==> config.mk <==
export PLATFORM = sky130hd
export DESIGN_NAME = window_peak_to_peak_detector_flat
export DESIGN_NICKNAME = d
export VERILOG_FILES = /design/src/hw/rtl/wppd_pkg.sv /design/src/hw/rtl/wppd_stream_if.sv /design/src/hw/rtl/wppd_sequencer.sv /design/src/hw/rtl/wppd_datapath.sv /design/src/hw/rtl/window_peak_to_peak_detector.sv /design/src/flat_wrapper.sv
export SDC_FILE = /design/constraint.sdc
export NUM_CORES = 1
export LEC_CHECK = 0
export BUFFER_PORTS_ARGS = -buffer_cell sky130_fd_sc_hd__buf_2
export CAP_MARGIN = 20
export CORE_MARGIN = 8
export CORE_UTILIZATION = 50
export DETAILED_ROUTE_END_ITERATION = 8
export PLACE_DENSITY = 0.68
export SKIP_LAST_GASP = 1
export SYNTH_ARGS = -nofsm -noshare
export SYNTH_HDL_FRONTEND = slang
export SYNTH_SLANG_ARGS = --single-unit
export TNS_END_PERCENT = 10
==> constraint.sdc <==
create_clock -name clk -period 4.62 [get_ports clk]
set_clock_uncertainty 0.1 [all_clocks]
set_input_delay 0.924 -clock clk [delete_from_list [all_inputs] [get_ports clk]]
set_output_delay 0.924 -clock clk [all_outputs]
set_load 0.03 [all_outputs]
==> src/hw/rtl/wppd_pkg.sv <==
package wppd_pkg;

  localparam int DEF_CHANNELS    = 4;
  localparam int DEF_WINDOW      = 16;
  localparam int DEF_SAMPLE_BITS = 10;

  // Fixed field widths of the ports.
  localparam int NUM_FIELDS     = 4;
  localparam int FIELD_BITS     = 10;
  localparam int CFG_INDEX_BITS = 2;

  typedef struct packed {
    logic [FIELD_BITS-1:0] sample_ch3;
    logic [FIELD_BITS-1:0] sample_ch2;
    logic [FIELD_BITS-1:0] sample_ch1;
    logic [FIELD_BITS-1:0] sample_ch0;
  } sample_t;

  typedef struct packed {
    logic active_ch3;
    logic active_ch2;
    logic active_ch1;
    logic active_ch0;
  } result_t;

  // Sequencer to datapath.
  typedef struct packed {
    logic in_ready;
    logic scan;
    logic load;
  } ctrl_t;

  // Input side, datapath and output side to sequencer.
  typedef struct packed {
    logic in_valid;
    logic scan_last;
    logic out_free;
  } stat_t;

  // Jump conditions of a control word.
  typedef enum logic [1:0] {
    JC_GOTO     = 2'd0,
    JC_WAIT_IN  = 2'd1,
    JC_LOOP     = 2'd2,
    JC_WAIT_OUT = 2'd3
  } jc_t;

  localparam int STEP_BITS = 2;

  localparam logic [STEP_BITS-1:0] STEP_IDLE   = 2'd0;
  localparam logic [STEP_BITS-1:0] STEP_SCAN   = 2'd1;
  localparam logic [STEP_BITS-1:0] STEP_DRAIN  = 2'd2;
  localparam logic [STEP_BITS-1:0] STEP_RESULT = 2'd3;

  typedef struct packed {
    logic                 in_ready;
    logic                 scan;
    logic                 load;
    jc_t                  jump;
    logic [STEP_BITS-1:0] target;
  } uword_t;

  function automatic uword_t ucode_rom(input logic [STEP_BITS-1:0] step);
    uword_t w;
    w = '{in_ready: 1'b1, scan: 1'b0, load: 1'b0, jump: JC_WAIT_IN, target: STEP_SCAN};
    case (step)
      STEP_IDLE: begin
        w = '{in_ready: 1'b1, scan: 1'b0, load: 1'b0, jump: JC_WAIT_IN, target: STEP_SCAN};
      end
      STEP_SCAN: begin
        w = '{in_ready: 1'b0, scan: 1'b1, load: 1'b0, jump: JC_LOOP, target: STEP_DRAIN};
      end
      STEP_DRAIN: begin
        w = '{in_ready: 1'b0, scan: 1'b0, load: 1'b0, jump: JC_GOTO, target: STEP_RESULT};
      end
      STEP_RESULT: begin
        w = '{in_ready: 1'b0, scan: 1'b0, load: 1'b1, jump: JC_WAIT_OUT, target: STEP_IDLE};
      end
      default: begin
        w = '{in_ready: 1'b0, scan: 1'b0, load: 1'b0, jump: JC_GOTO, target: STEP_IDLE};
      end
    endcase
    return w;
  endfunction

endpackage

==> src/hw/rtl/wppd_stream_if.sv <==
interface wppd_stream_if #(
  parameter type payload_t = logic
);
  logic     valid;
  logic     ready;
  payload_t data;

  modport source (output valid, output data, input ready);
  modport sink (input valid, input data, output ready);
endinterface

==> src/hw/rtl/wppd_sequencer.sv <==
module wppd_sequencer
  import wppd_pkg::*;
(
  input  logic  clk,
  input  logic  rst,
  input  stat_t stat,
  output ctrl_t ctrl
);

  logic [STEP_BITS-1:0] step;
  logic [STEP_BITS-1:0] step_next;
  uword_t               word;

  assign word = ucode_rom(step);

  assign ctrl.in_ready = word.in_ready;
  assign ctrl.scan     = word.scan;
  assign ctrl.load     = word.load & stat.out_free;

  always_comb begin
    case (word.jump)
      JC_GOTO:     step_next = word.target;
      JC_WAIT_IN:  step_next = stat.in_valid  ? word.target : step;
      JC_LOOP:     step_next = stat.scan_last ? word.target : step;
      JC_WAIT_OUT: step_next = stat.out_free  ? word.target : step;
      default:     step_next = STEP_IDLE;
    endcase
  end

  always_ff @(posedge clk) begin
    if (rst) begin
      step <= STEP_IDLE;
    end else begin
      step <= step_next;
    end
  end

endmodule

==> src/hw/rtl/wppd_datapath.sv <==
module wppd_datapath
  import wppd_pkg::*;
#(
  parameter int CHANNELS    = DEF_CHANNELS,
  parameter int WINDOW      = DEF_WINDOW,
  parameter int SAMPLE_BITS = DEF_SAMPLE_BITS
) (
  input  logic                      clk,
  input  logic                      rst,
  input  ctrl_t                     ctrl,
  input  logic                      in_valid,
  input  sample_t                   sample,
  input  logic                      wr_en,
  input  logic [CFG_INDEX_BITS-1:0] wr_index,
  input  logic [FIELD_BITS-1:0]     wr_data,
  output logic                      scan_last,
  output logic [NUM_FIELDS-1:0]     active
);

  localparam int SLOT_BITS = (WINDOW > 1) ? $clog2(WINDOW) : 1;
  localparam int CH_BITS   = (CHANNELS > 1) ? $clog2(CHANNELS) : 1;
  localparam int ROW_BITS  = CHANNELS * SAMPLE_BITS;
  localparam int CMP_BITS  = (SAMPLE_BITS > FIELD_BITS) ? SAMPLE_BITS : FIELD_BITS;
  localparam logic [SLOT_BITS-1:0] LAST_SLOT = SLOT_BITS'(WINDOW - 1);

  logic                              in_fire;
  logic [FIELD_BITS-1:0]             field [NUM_FIELDS];
  logic [FIELD_BITS+SAMPLE_BITS-1:0] wide;
  logic [ROW_BITS-1:0]               row_wr;

  logic [ROW_BITS-1:0] ring [WINDOW];
  logic [WINDOW-1:0]   row_valid;
  logic [SLOT_BITS-1:0] slot;
  logic [SLOT_BITS-1:0] scan_idx;
  logic [ROW_BITS-1:0] rd_row;
  logic                rd_ok;
  logic                rd_pend;

  logic [FIELD_BITS-1:0] threshold [CHANNELS];

  assign in_fire   = ctrl.in_ready & in_valid;
  assign scan_last = (scan_idx == LAST_SLOT);

  assign field[0] = sample.sample_ch0;
  assign field[1] = sample.sample_ch1;
  assign field[2] = sample.sample_ch2;
  assign field[3] = sample.sample_ch3;

  // Each sample is zero extended, then cut to the stored width.
  always_comb begin
    row_wr = '0;
    wide   = '0;
    for (int ch = 0; ch < CHANNELS; ch++) begin
      wide = {{SAMPLE_BITS{1'b0}}, field[ch]};
      row_wr[ch*SAMPLE_BITS +: SAMPLE_BITS] = wide[SAMPLE_BITS-1:0];
    end
  end

  // Ring memory: one row per round, all channels side by side.
  always_ff @(posedge clk) begin
    if (in_fire) begin
      ring[slot] <= row_wr;
    end
    rd_row <= ring[scan_idx];
  end

  always_ff @(posedge clk) begin
    if (rst) begin
      row_valid <= '0;
      slot      <= '0;
      scan_idx  <= '0;
      rd_ok     <= 1'b0;
      rd_pend   <= 1'b0;
    end else begin
      if (in_fire) begin
        row_valid[slot] <= 1'b1;
        slot            <= (slot == LAST_SLOT) ? '0 : slot + 1'b1;
        scan_idx        <= '0;
      end else if (ctrl.scan) begin
        scan_idx <= scan_idx + 1'b1;
      end
      rd_ok   <= row_valid[scan_idx];
      rd_pend <= ctrl.scan;
    end
  end

  always_ff @(posedge clk) begin
    if (rst) begin
      for (int ch = 0; ch < CHANNELS; ch++) begin
        threshold[ch] <= '0;
      end
    end else if (wr_en && ({1'b0, wr_index} < (CFG_INDEX_BITS+1)'(CHANNELS))) begin
      threshold[wr_index[CH_BITS-1:0]] <= wr_data;
    end
  end

  for (genvar ch = 0; ch < NUM_FIELDS; ch++) begin : g_ch
    if (ch < CHANNELS) begin : g_used
      logic [SAMPLE_BITS-1:0] rd_val;
      logic [SAMPLE_BITS-1:0] hi;
      logic [SAMPLE_BITS-1:0] lo;
      logic [SAMPLE_BITS-1:0] span;

      // A row never written reads as zero.
      assign rd_val = rd_ok ? rd_row[ch*SAMPLE_BITS +: SAMPLE_BITS] : '0;

      always_ff @(posedge clk) begin
        if (in_fire) begin
          hi <= '0;
          lo <= '1;
        end else if (rd_pend) begin
          if (rd_val > hi) hi <= rd_val;
          if (rd_val < lo) lo <= rd_val;
        end
      end

      assign span       = hi - lo;
      assign active[ch] = CMP_BITS'(span) > CMP_BITS'(threshold[ch]);
    end else begin : g_unused
      assign active[ch] = 1'b0;
    end
  end

endmodule

==> src/hw/rtl/window_peak_to_peak_detector.sv <==
// A result becomes valid after its round is accepted, once the scan loop, the drain step
// and the result step (which waits for a free output register) have run. A new round is
// taken only back in idle, after the scan loop has read one ring row per cycle from the single read port of the ring.
// Reset (rst, synchronous): thresholds, write slot, row valid bits and sequencer
// clear at once; unwritten ring rows read as zero, so there is no clearing pass.
module window_peak_to_peak_detector
  import wppd_pkg::*;
#(
  parameter int CHANNELS    = DEF_CHANNELS,
  parameter int WINDOW      = DEF_WINDOW,
  parameter int SAMPLE_BITS = DEF_SAMPLE_BITS
) (
  input  logic                      clk,
  input  logic                      rst,
  wppd_stream_if.sink               samples,
  wppd_stream_if.source             results,
  input  logic                      wr_en,
  input  logic [CFG_INDEX_BITS-1:0] wr_index,
  input  logic [FIELD_BITS-1:0]     wr_data
);

  ctrl_t                 ctrl;
  stat_t                 stat;
  logic                  scan_last;
  logic [NUM_FIELDS-1:0] active;
  logic                  out_valid;
  result_t               out_data;

  assign stat.in_valid  = samples.valid;
  assign stat.scan_last = scan_last;
  assign stat.out_free  = ~out_valid | results.ready;

  wppd_sequencer u_seq (
    .clk  (clk),
    .rst  (rst),
    .stat (stat),
    .ctrl (ctrl)
  );

  wppd_datapath #(
    .CHANNELS    (CHANNELS),
    .WINDOW      (WINDOW),
    .SAMPLE_BITS (SAMPLE_BITS)
  ) u_dp (
    .clk       (clk),
    .rst       (rst),
    .ctrl      (ctrl),
    .in_valid  (samples.valid),
    .sample    (samples.data),
    .wr_en     (wr_en),
    .wr_index  (wr_index),
    .wr_data   (wr_data),
    .scan_last (scan_last),
    .active    (active)
  );

  // Output register; frees the sequencer once the result is captured.
  always_ff @(posedge clk) begin
    if (rst) begin
      out_valid <= 1'b0;
    end else if (ctrl.load) begin
      out_valid <= 1'b1;
    end else if (results.ready) begin
      out_valid <= 1'b0;
    end
  end

  always_ff @(posedge clk) begin
    if (ctrl.load) begin
      out_data.active_ch0 <= active[0];
      out_data.active_ch1 <= active[1];
      out_data.active_ch2 <= active[2];
      out_data.active_ch3 <= active[3];
    end
  end

  assign samples.ready = ctrl.in_ready;
  assign results.valid = out_valid;
  assign results.data  = out_data;

endmodule

==> src/flat_wrapper.sv <==
// flat-port wrapper written by rule: the top's interface ports become plain ports
module window_peak_to_peak_detector_flat import wppd_pkg::*;
#(
  parameter int CHANNELS    = DEF_CHANNELS,
  parameter int WINDOW      = DEF_WINDOW,
  parameter int SAMPLE_BITS = DEF_SAMPLE_BITS
)
  (clk, rst, wr_en, wr_index, wr_data, samples_valid, samples_data, samples_ready, results_valid, results_data, results_ready);
  wppd_stream_if #(.payload_t(sample_t)) samples_i ();
  wppd_stream_if #(.payload_t(result_t)) results_i ();
  input  logic clk;
  input  logic rst;
  input  logic wr_en;
  input  logic [CFG_INDEX_BITS-1:0] wr_index;
  input  logic [FIELD_BITS-1:0] wr_data;
  input wire logic [$bits(samples_i.valid)-1:0] samples_valid;
  input wire logic [$bits(samples_i.data)-1:0] samples_data;
  output wire logic [$bits(samples_i.ready)-1:0] samples_ready;
  output wire logic [$bits(results_i.valid)-1:0] results_valid;
  output wire logic [$bits(results_i.data)-1:0] results_data;
  input wire logic [$bits(results_i.ready)-1:0] results_ready;
  assign samples_i.valid = samples_valid;
  assign samples_i.data = samples_data;
  assign samples_ready = samples_i.ready;
  assign results_valid = results_i.valid;
  assign results_data = results_i.data;
  assign results_i.ready = results_ready;
  window_peak_to_peak_detector #(.CHANNELS(CHANNELS), .WINDOW(WINDOW), .SAMPLE_BITS(SAMPLE_BITS)) u_core (.clk(clk), .rst(rst), .samples(samples_i), .results(results_i), .wr_en(wr_en), .wr_index(wr_index), .wr_data(wr_data));
endmodule
* Word level (Yosys, flattened, before mapping)
Memory sizes are Yosys's and may differ from the RTL's. A register that Yosys moved wholly into a read port is not among the register bits.
Index checks and enable logic that the tools add are counted.
** Word-level totals
- Bits in read-only memories :: 0
- Latch bits :: 0
- Output and inout port bits :: 6
- Bits in registers :: 113
- Bits in writable memories :: 680
- Memories kept :: 2
- Bits of input ports :: 57
** Cells by class
- Multiply operators :: 0
- Mux-type cells :: 26
- Divide/modulo/power cells :: 0
- Equal/unequal tests :: 11
- Reductions and logical operators :: 15
- $lt $le $gt $ge :: 15
- $add $sub $neg :: 6
- Bitwise logic cells :: 5
- Shifts and indexed selects :: 0
** Memory list
- u_core.u_dp.ring :: depth 16, width 40, read ports 1, clocked after memory_dff 1, wr ports 1, line wppd_datapath.sv:31 : logic [ROW_BITS-1:0] ring [WINDOW];
- u_core.u_dp.threshold :: depth 4, width 10, read ports 4, clocked after memory_dff 0, wr ports 4, line wppd_datapath.sv:39 : logic [FIELD_BITS-1:0] threshold [CHANNELS];
** Operators by type and width (count)
- $gt A10 B10 Y1 :: 8
- $mux W10 :: 5
- $lt A10 B10 Y1 :: 4
- $sub A10 B10 Y10 :: 4
- $pmux W7 S4 :: 1
- $or A16 B16 Y16 :: 1
- $reduce_and A2 Y1 :: 8
- $mux W1 :: 12
- $lt A4 B5 Y1 const B :: 2
- $reduce_or A10 Y1 :: 1
- $add A4 B1 Y4 const B :: 2
- $eq A2 B2 Y1 const B :: 4
- $eq A4 B4 Y1 const B :: 2
- $mux W2 :: 4
- $pmux W2 S4 :: 1
- $bmux W1 S4 :: 1
- $demux W1 S4 :: 1
- $eq A2 B1 Y1 const B :: 2
- $ge A4 B1 Y1 const B :: 1
- $logic_not A2 Y1 :: 2
- $mux W4 :: 1
- $ne A2 B2 Y1 const B :: 2
- $reduce_and A3 Y1 :: 1
- $and A1 B1 Y1 :: 2
- other kinds (6) :: 6

* Longest topological paths before layout
- Depth in word-level cells :: 5
- Gate-level depth with buffers :: 13
- Mapped depth without buffers :: 13

* Modules after synthesis
A second synthesis with hierarchy kept.
** Unflattened totals
- Cells, all modules :: 2288
- Area, all modules :: 35924.5 um2
** Modules (own cells, without submodules)
- wppd_datapath :: sequential area each 23342.4 um2, times used 1, area an instance 35561.6 um2, cells each 2258
- wppd_sequencer :: sequential area each 40.0 um2, times used 1, area an instance 196.4 um2, cells each 22
- window_peak_to_peak_detector :: sequential area each 140.1 um2, times used 1, area an instance 166.4 um2, cells each 8

* Worst setup path before layout
Ideal clock, no wire load.
- Kind :: input -> register
- Start point :: input port samples_valid
- End point :: memory u_core.u_dp.ring[3][0] (netlist name), enable pin
- Setup time :: 489 ps
- Cell stages on the path :: 4
- Data arrival time :: 4366 ps
- Path buffers :: 1
- Path slack :: -335 ps
- Required time :: 4031 ps
- Path through :: and2_0 -> clkbuf_1 -> nand2_1 -> nor3_1
** Between the ends
- Word-level cells in the longest chain between the ends :: 3
** RTL lines
- from (decl) :: line flat_wrapper.sv:16 : input wire logic [$bits(samples_i.valid)-1:0] samples_valid;
- $and A1 B1 Y1 :: line wppd_datapath.sv:41 : assign in_fire = ctrl.in_ready & in_valid;
- $mux W1 :: line wppd_datapath.sv:61 : if (in_fire) begin
- $mux W1 (not written as such) :: line wppd_datapath.sv:62 : ring[slot] <= row_wr;
- to (decl) :: line wppd_datapath.sv:31
No other way between the ends.

* Worst setup path in the final report
- Start point :: register u_core.u_dp.rd_ok
- End point :: register u_core.u_dp.g_ch[3].g_used.hi[1]
** Between the ends
- Word-level cells in the longest chain between the ends :: 3
** RTL lines
- from (decl) :: line wppd_datapath.sv:36 : logic rd_ok;
- from (signal assigned) :: line wppd_datapath.sv:82 : rd_ok <= row_valid[scan_idx];
- $mux W10 :: line wppd_datapath.sv:105 : assign rd_val = rd_ok ? rd_row[ch*SAMPLE_BITS +: SAMPLE_BITS] : '0;
- named net u_core.u_dp.g_ch[3].g_used.rd_val[7] :: line wppd_datapath.sv:99 : logic [SAMPLE_BITS-1:0] rd_val;
- $gt A10 B10 Y1 :: line wppd_datapath.sv:112 : if (rd_val > hi) hi <= rd_val;
- $reduce_and A2 Y1 (no line)
- to (signal assigned) :: line wppd_datapath.sv:112
- to (decl) :: line wppd_datapath.sv:100 : logic [SAMPLE_BITS-1:0] hi;
The timed path passes the listed nets, and every way through them passes these cells.
A chain may end at the register's enable or synchronous reset.

==> results_dict.tcl <==
set metrics [dict create \
    rsz0062_at_grt "false" \
    ctsHoldBuffers 0 \
    finalSetupViolCount 0 \
    overflow 0 \
    yosysTopAreaCellShare 0.573 \
    syn_area_sq_mm 0.0358 \
    netlist_instances 2289 \
    comb_power_share 0.211 \
    arrival_ns 4.02 \
    p_per_area_mw_per_mm2 505 \
    slew_headroom 0.321 \
    max_stage_delay_ns 0.87 \
    grt_max_degree 91 \
    track_usage 0.182 \
    die-height_um 284 \
    syn_to_final_growth_pct 12.2 \
    reg2reg_depth 9 \
    grt_pass1_vias 20200 \
    start_kind "register" \
    num_rows 98 \
    async_reset_ff_frac 0 \
    cts_resized 0 \
    slew_viol_final 0 \
    drtAntennaViolNets 0 \
    outcome "finished, final reports clean" \
    crit_required_ns 5.03 \
    synthFlopType "edfxtp_1" \
    leakagePower_nw 14.2 \
    synth_common_cells "edfxtp_1, inv_1, ha_1" \
    port_buffers 62 \
    synthTopCellsByArea "edfxtp_1, mux4_2, dfxtp_1" \
    fp.dieW_um 284 \
    via_per_inst 5.82 \
    htree_levels 3 \
    crit_family "compound AO/OA/AOI/OAI gates" \
    avgSynthCellArea_sq_um 15.7 \
    syn_nets 2513 \
    post-cts-setup-buffer-count 0 \
    path_buf_inv 2 \
    crit_chain "buf_4 > nand2_1 > inv_1 > ha_1 > a211oi_1 > nor2_1 > a2111oi_2 > nor2_2 > o31ai_1" \
    drt-initial-drc-count 1546 \
    drc 0 \
    dr.pass1.iters 5 \
    drive_gt1_frac 0.177 \
    worstHoldPathType "reg -> reg" \
    swShare 0.273 \
    whs_ns 0.370 \
    insertion_delay_ns 0.64 \
    worstPathMaxFanout 21 \
    cts_buffer_depth 3 \
    via_count 19800 \
    crit_path_end_kind "register" \
    ys_seq_elements 833 \
    path_class "reg -> reg" \
    max_cap_viol_count 0 \
    nNetsFinal 2597 \
    gp_congestion 0.858 \
    critPathSlowestCell "a2111oi_2" \
    ys_seq_area_frac 0.656 \
    power_frac_seq 0.448 \
    clkPwrFrac 0.341 \
    clock-sinks 833 \
    cts_buffers 86 \
    worstHoldPathCells 2 \
    switching_power_mw 5.54 \
    finalWirelength_mm 74.8 \
    synth_edf_count 684 \
    dp_hpwl_mm 46.1 \
    grt_pass1_wl_mm 116 \
    layout_min_cycle_time_ns 3.62 \
    synth_most_common_cell "edfxtp_1" \
    peakVddDrop_v 0.000387 \
    utilization 0.564 \
    synth_cell_types 52 \
    dieArea_sq_mm 0.0805 \
    antenna_found_initial 9 \
    start_util 0.503 \
    max_freq_mhz 277 \
    p_int_mw 14.8 \
    synth_top_area_cell "edfxtp_1" \
    cts_root_buffer "clkbuf_16" \
    ys_warn_count 0 \
    ios 63 \
    min_period_over_period 0.783 \
    routedWlPerCell_um 22.0 \
    clk_pin_slew_worst_paths_ns 0.06 \
    hold_viol 0 \
    coreArea_sq_mm 0.0712 \
    cp.depth 9 \
    max_slew.worst_pin.slew_ns 1.02 \
    cts_tree "yes" \
]
worst register-to-register path, stage by stage, from the launching register on:
cell,delay [ns]
dfxtp_1,0.77
buf_4,0.37
nand2_1,0.10
inv_1,0.14
ha_1,0.28
a211oi_1,0.25
nor2_1,0.09
a2111oi_2,0.87
nor2_2,0.25
o31ai_1,0.30
cells in the final DEF, fill, tap and decap left out, types with 6 or more instances in the layout:
cell	Yosys	layout
clkbuf_8	0	8
bufinv_16	0	7
nor2_1	87	75
or2_2	6	6
clkinv_1	0	9
dfxtp_1	149	145
nand3_1	47	47
a21o_1	20	20
xnor2_1	18	18
a211o_1	8	8
buf_2	21	63
nor2_4	0	12
clkbuf_1	64	19
mux2i_1	42	42
o31ai_1	50	50
mux4_2	162	162
a211oi_1	57	57
or4_1	40	40
nand2_1	71	71
nor3_1	19	15
ha_1	163	163
inv_1	169	169
nor2b_1	63	63
and3_1	6	6
clkbuf_16	0	91
o21ai_0	42	42
o21a_1	12	12
o211ai_1	40	40
edfxtp_1	684	684
a21oi_1	84	84
nand4_1	26	26
buf_4	2	32
xor2_1	16	16
buf_12	0	7
nand2b_1	9	9
and2_1	44	44
clkinv_2	0	16
routing by layer:
metal / GRT usage / part of all wire
met5: 0 / 0.00055
met1: 0.255 / 0.44
met4: 0.0521 / 0.019
met2: 0.293 / 0.48
met3: 0.0335 / 0.062
registers in the layout (all words and copies together) (netlist names):
name,cells
u_core.u_dp.rd_ok,1
u_core.u_dp.rd_pend,1
u_core.u_dp.scan_idx,4
u_core.u_dp.g_ch.g_used.lo,40
u_core.results.data,4
u_core.u_dp.rd_row,40
u_core.u_dp.ring,640
u_core.results.valid,1
u_core.u_dp.threshold,40
u_core.u_dp.row_valid,16
u_core.u_dp.g_ch.g_used.hi,40
u_core.u_dp.slot,4
u_core.u_seq.step,2
kinds of logic (layout without fill, tap and decap cells):
family,after synthesis,after routing,synth area share
multiplexers,206,206,0.115
flip-flops,833,833,0.656
other,0,4,0
AO/OA/AOI/OAI,340,340,0.0645
adder cells (fa/ha/maj),167,167,0.0591
AND/OR/NAND/NOR,434,434,0.0642
XOR/XNOR,34,34,0.00831
buffers and inverters,275,430,0.0325
final timing paths:
check / startpoint / slack (ns) / end
setup reg to reg: u_core.u_dp.rd_ok / 1.00 / u_core.u_dp.g_ch[3].g_used.hi[1]
hold reg to reg: u_core.u_dp.row_valid[11] / 0.37 / u_core.u_dp.row_valid[11]
hold / removal: u_core.u_dp.row_valid[11] / 0.37 / u_core.u_dp.row_valid[11]
setup / recovery: u_core.u_dp.rd_ok / 1.00 / u_core.u_dp.g_ch[3].g_used.hi[1]
through the flow:
stage	instances	power (mW)	worst slack, ns	cell area, sq um	setup TNS (ns)
after detailed placement	3234	13.5	1.06	37300	0
final	3398	20.3	1.00	40200	0
after global placement	3234	13.4	1.22	37300	0
after global routing	3395	21.3	0.582	40200	0
after floorplan	2289	12.5	-0.303	35800	-36.50
after CTS	3393	20.5	1.02	40200	0
cell type report:
cell class | count | area (sq um)
fillers | 5411 | 31000
flip-flops and latches | 833 | 23500
multi-input cells | 1181 | 11300
clock buffers | 120 | 2470
well taps | 950 | 1190
repair buffers | 102 | 696
inverters | 169 | 634
clock inverters | 39 | 394
diodes | 4 | 10.0
power by group through the flow:
stage                     combinational, mW  sequential, mW  clock, mW
final                                  4.28            9.09       6.93
after global placement                 4.13            9.24          0
after detailed placement               4.28            9.25          0
after CTS                              4.31            9.09       7.06
after global routing                   4.77            9.15       7.35
after floorplan                        3.41            9.04          0
Note: power is estimated with default switching activity, not from simulation.
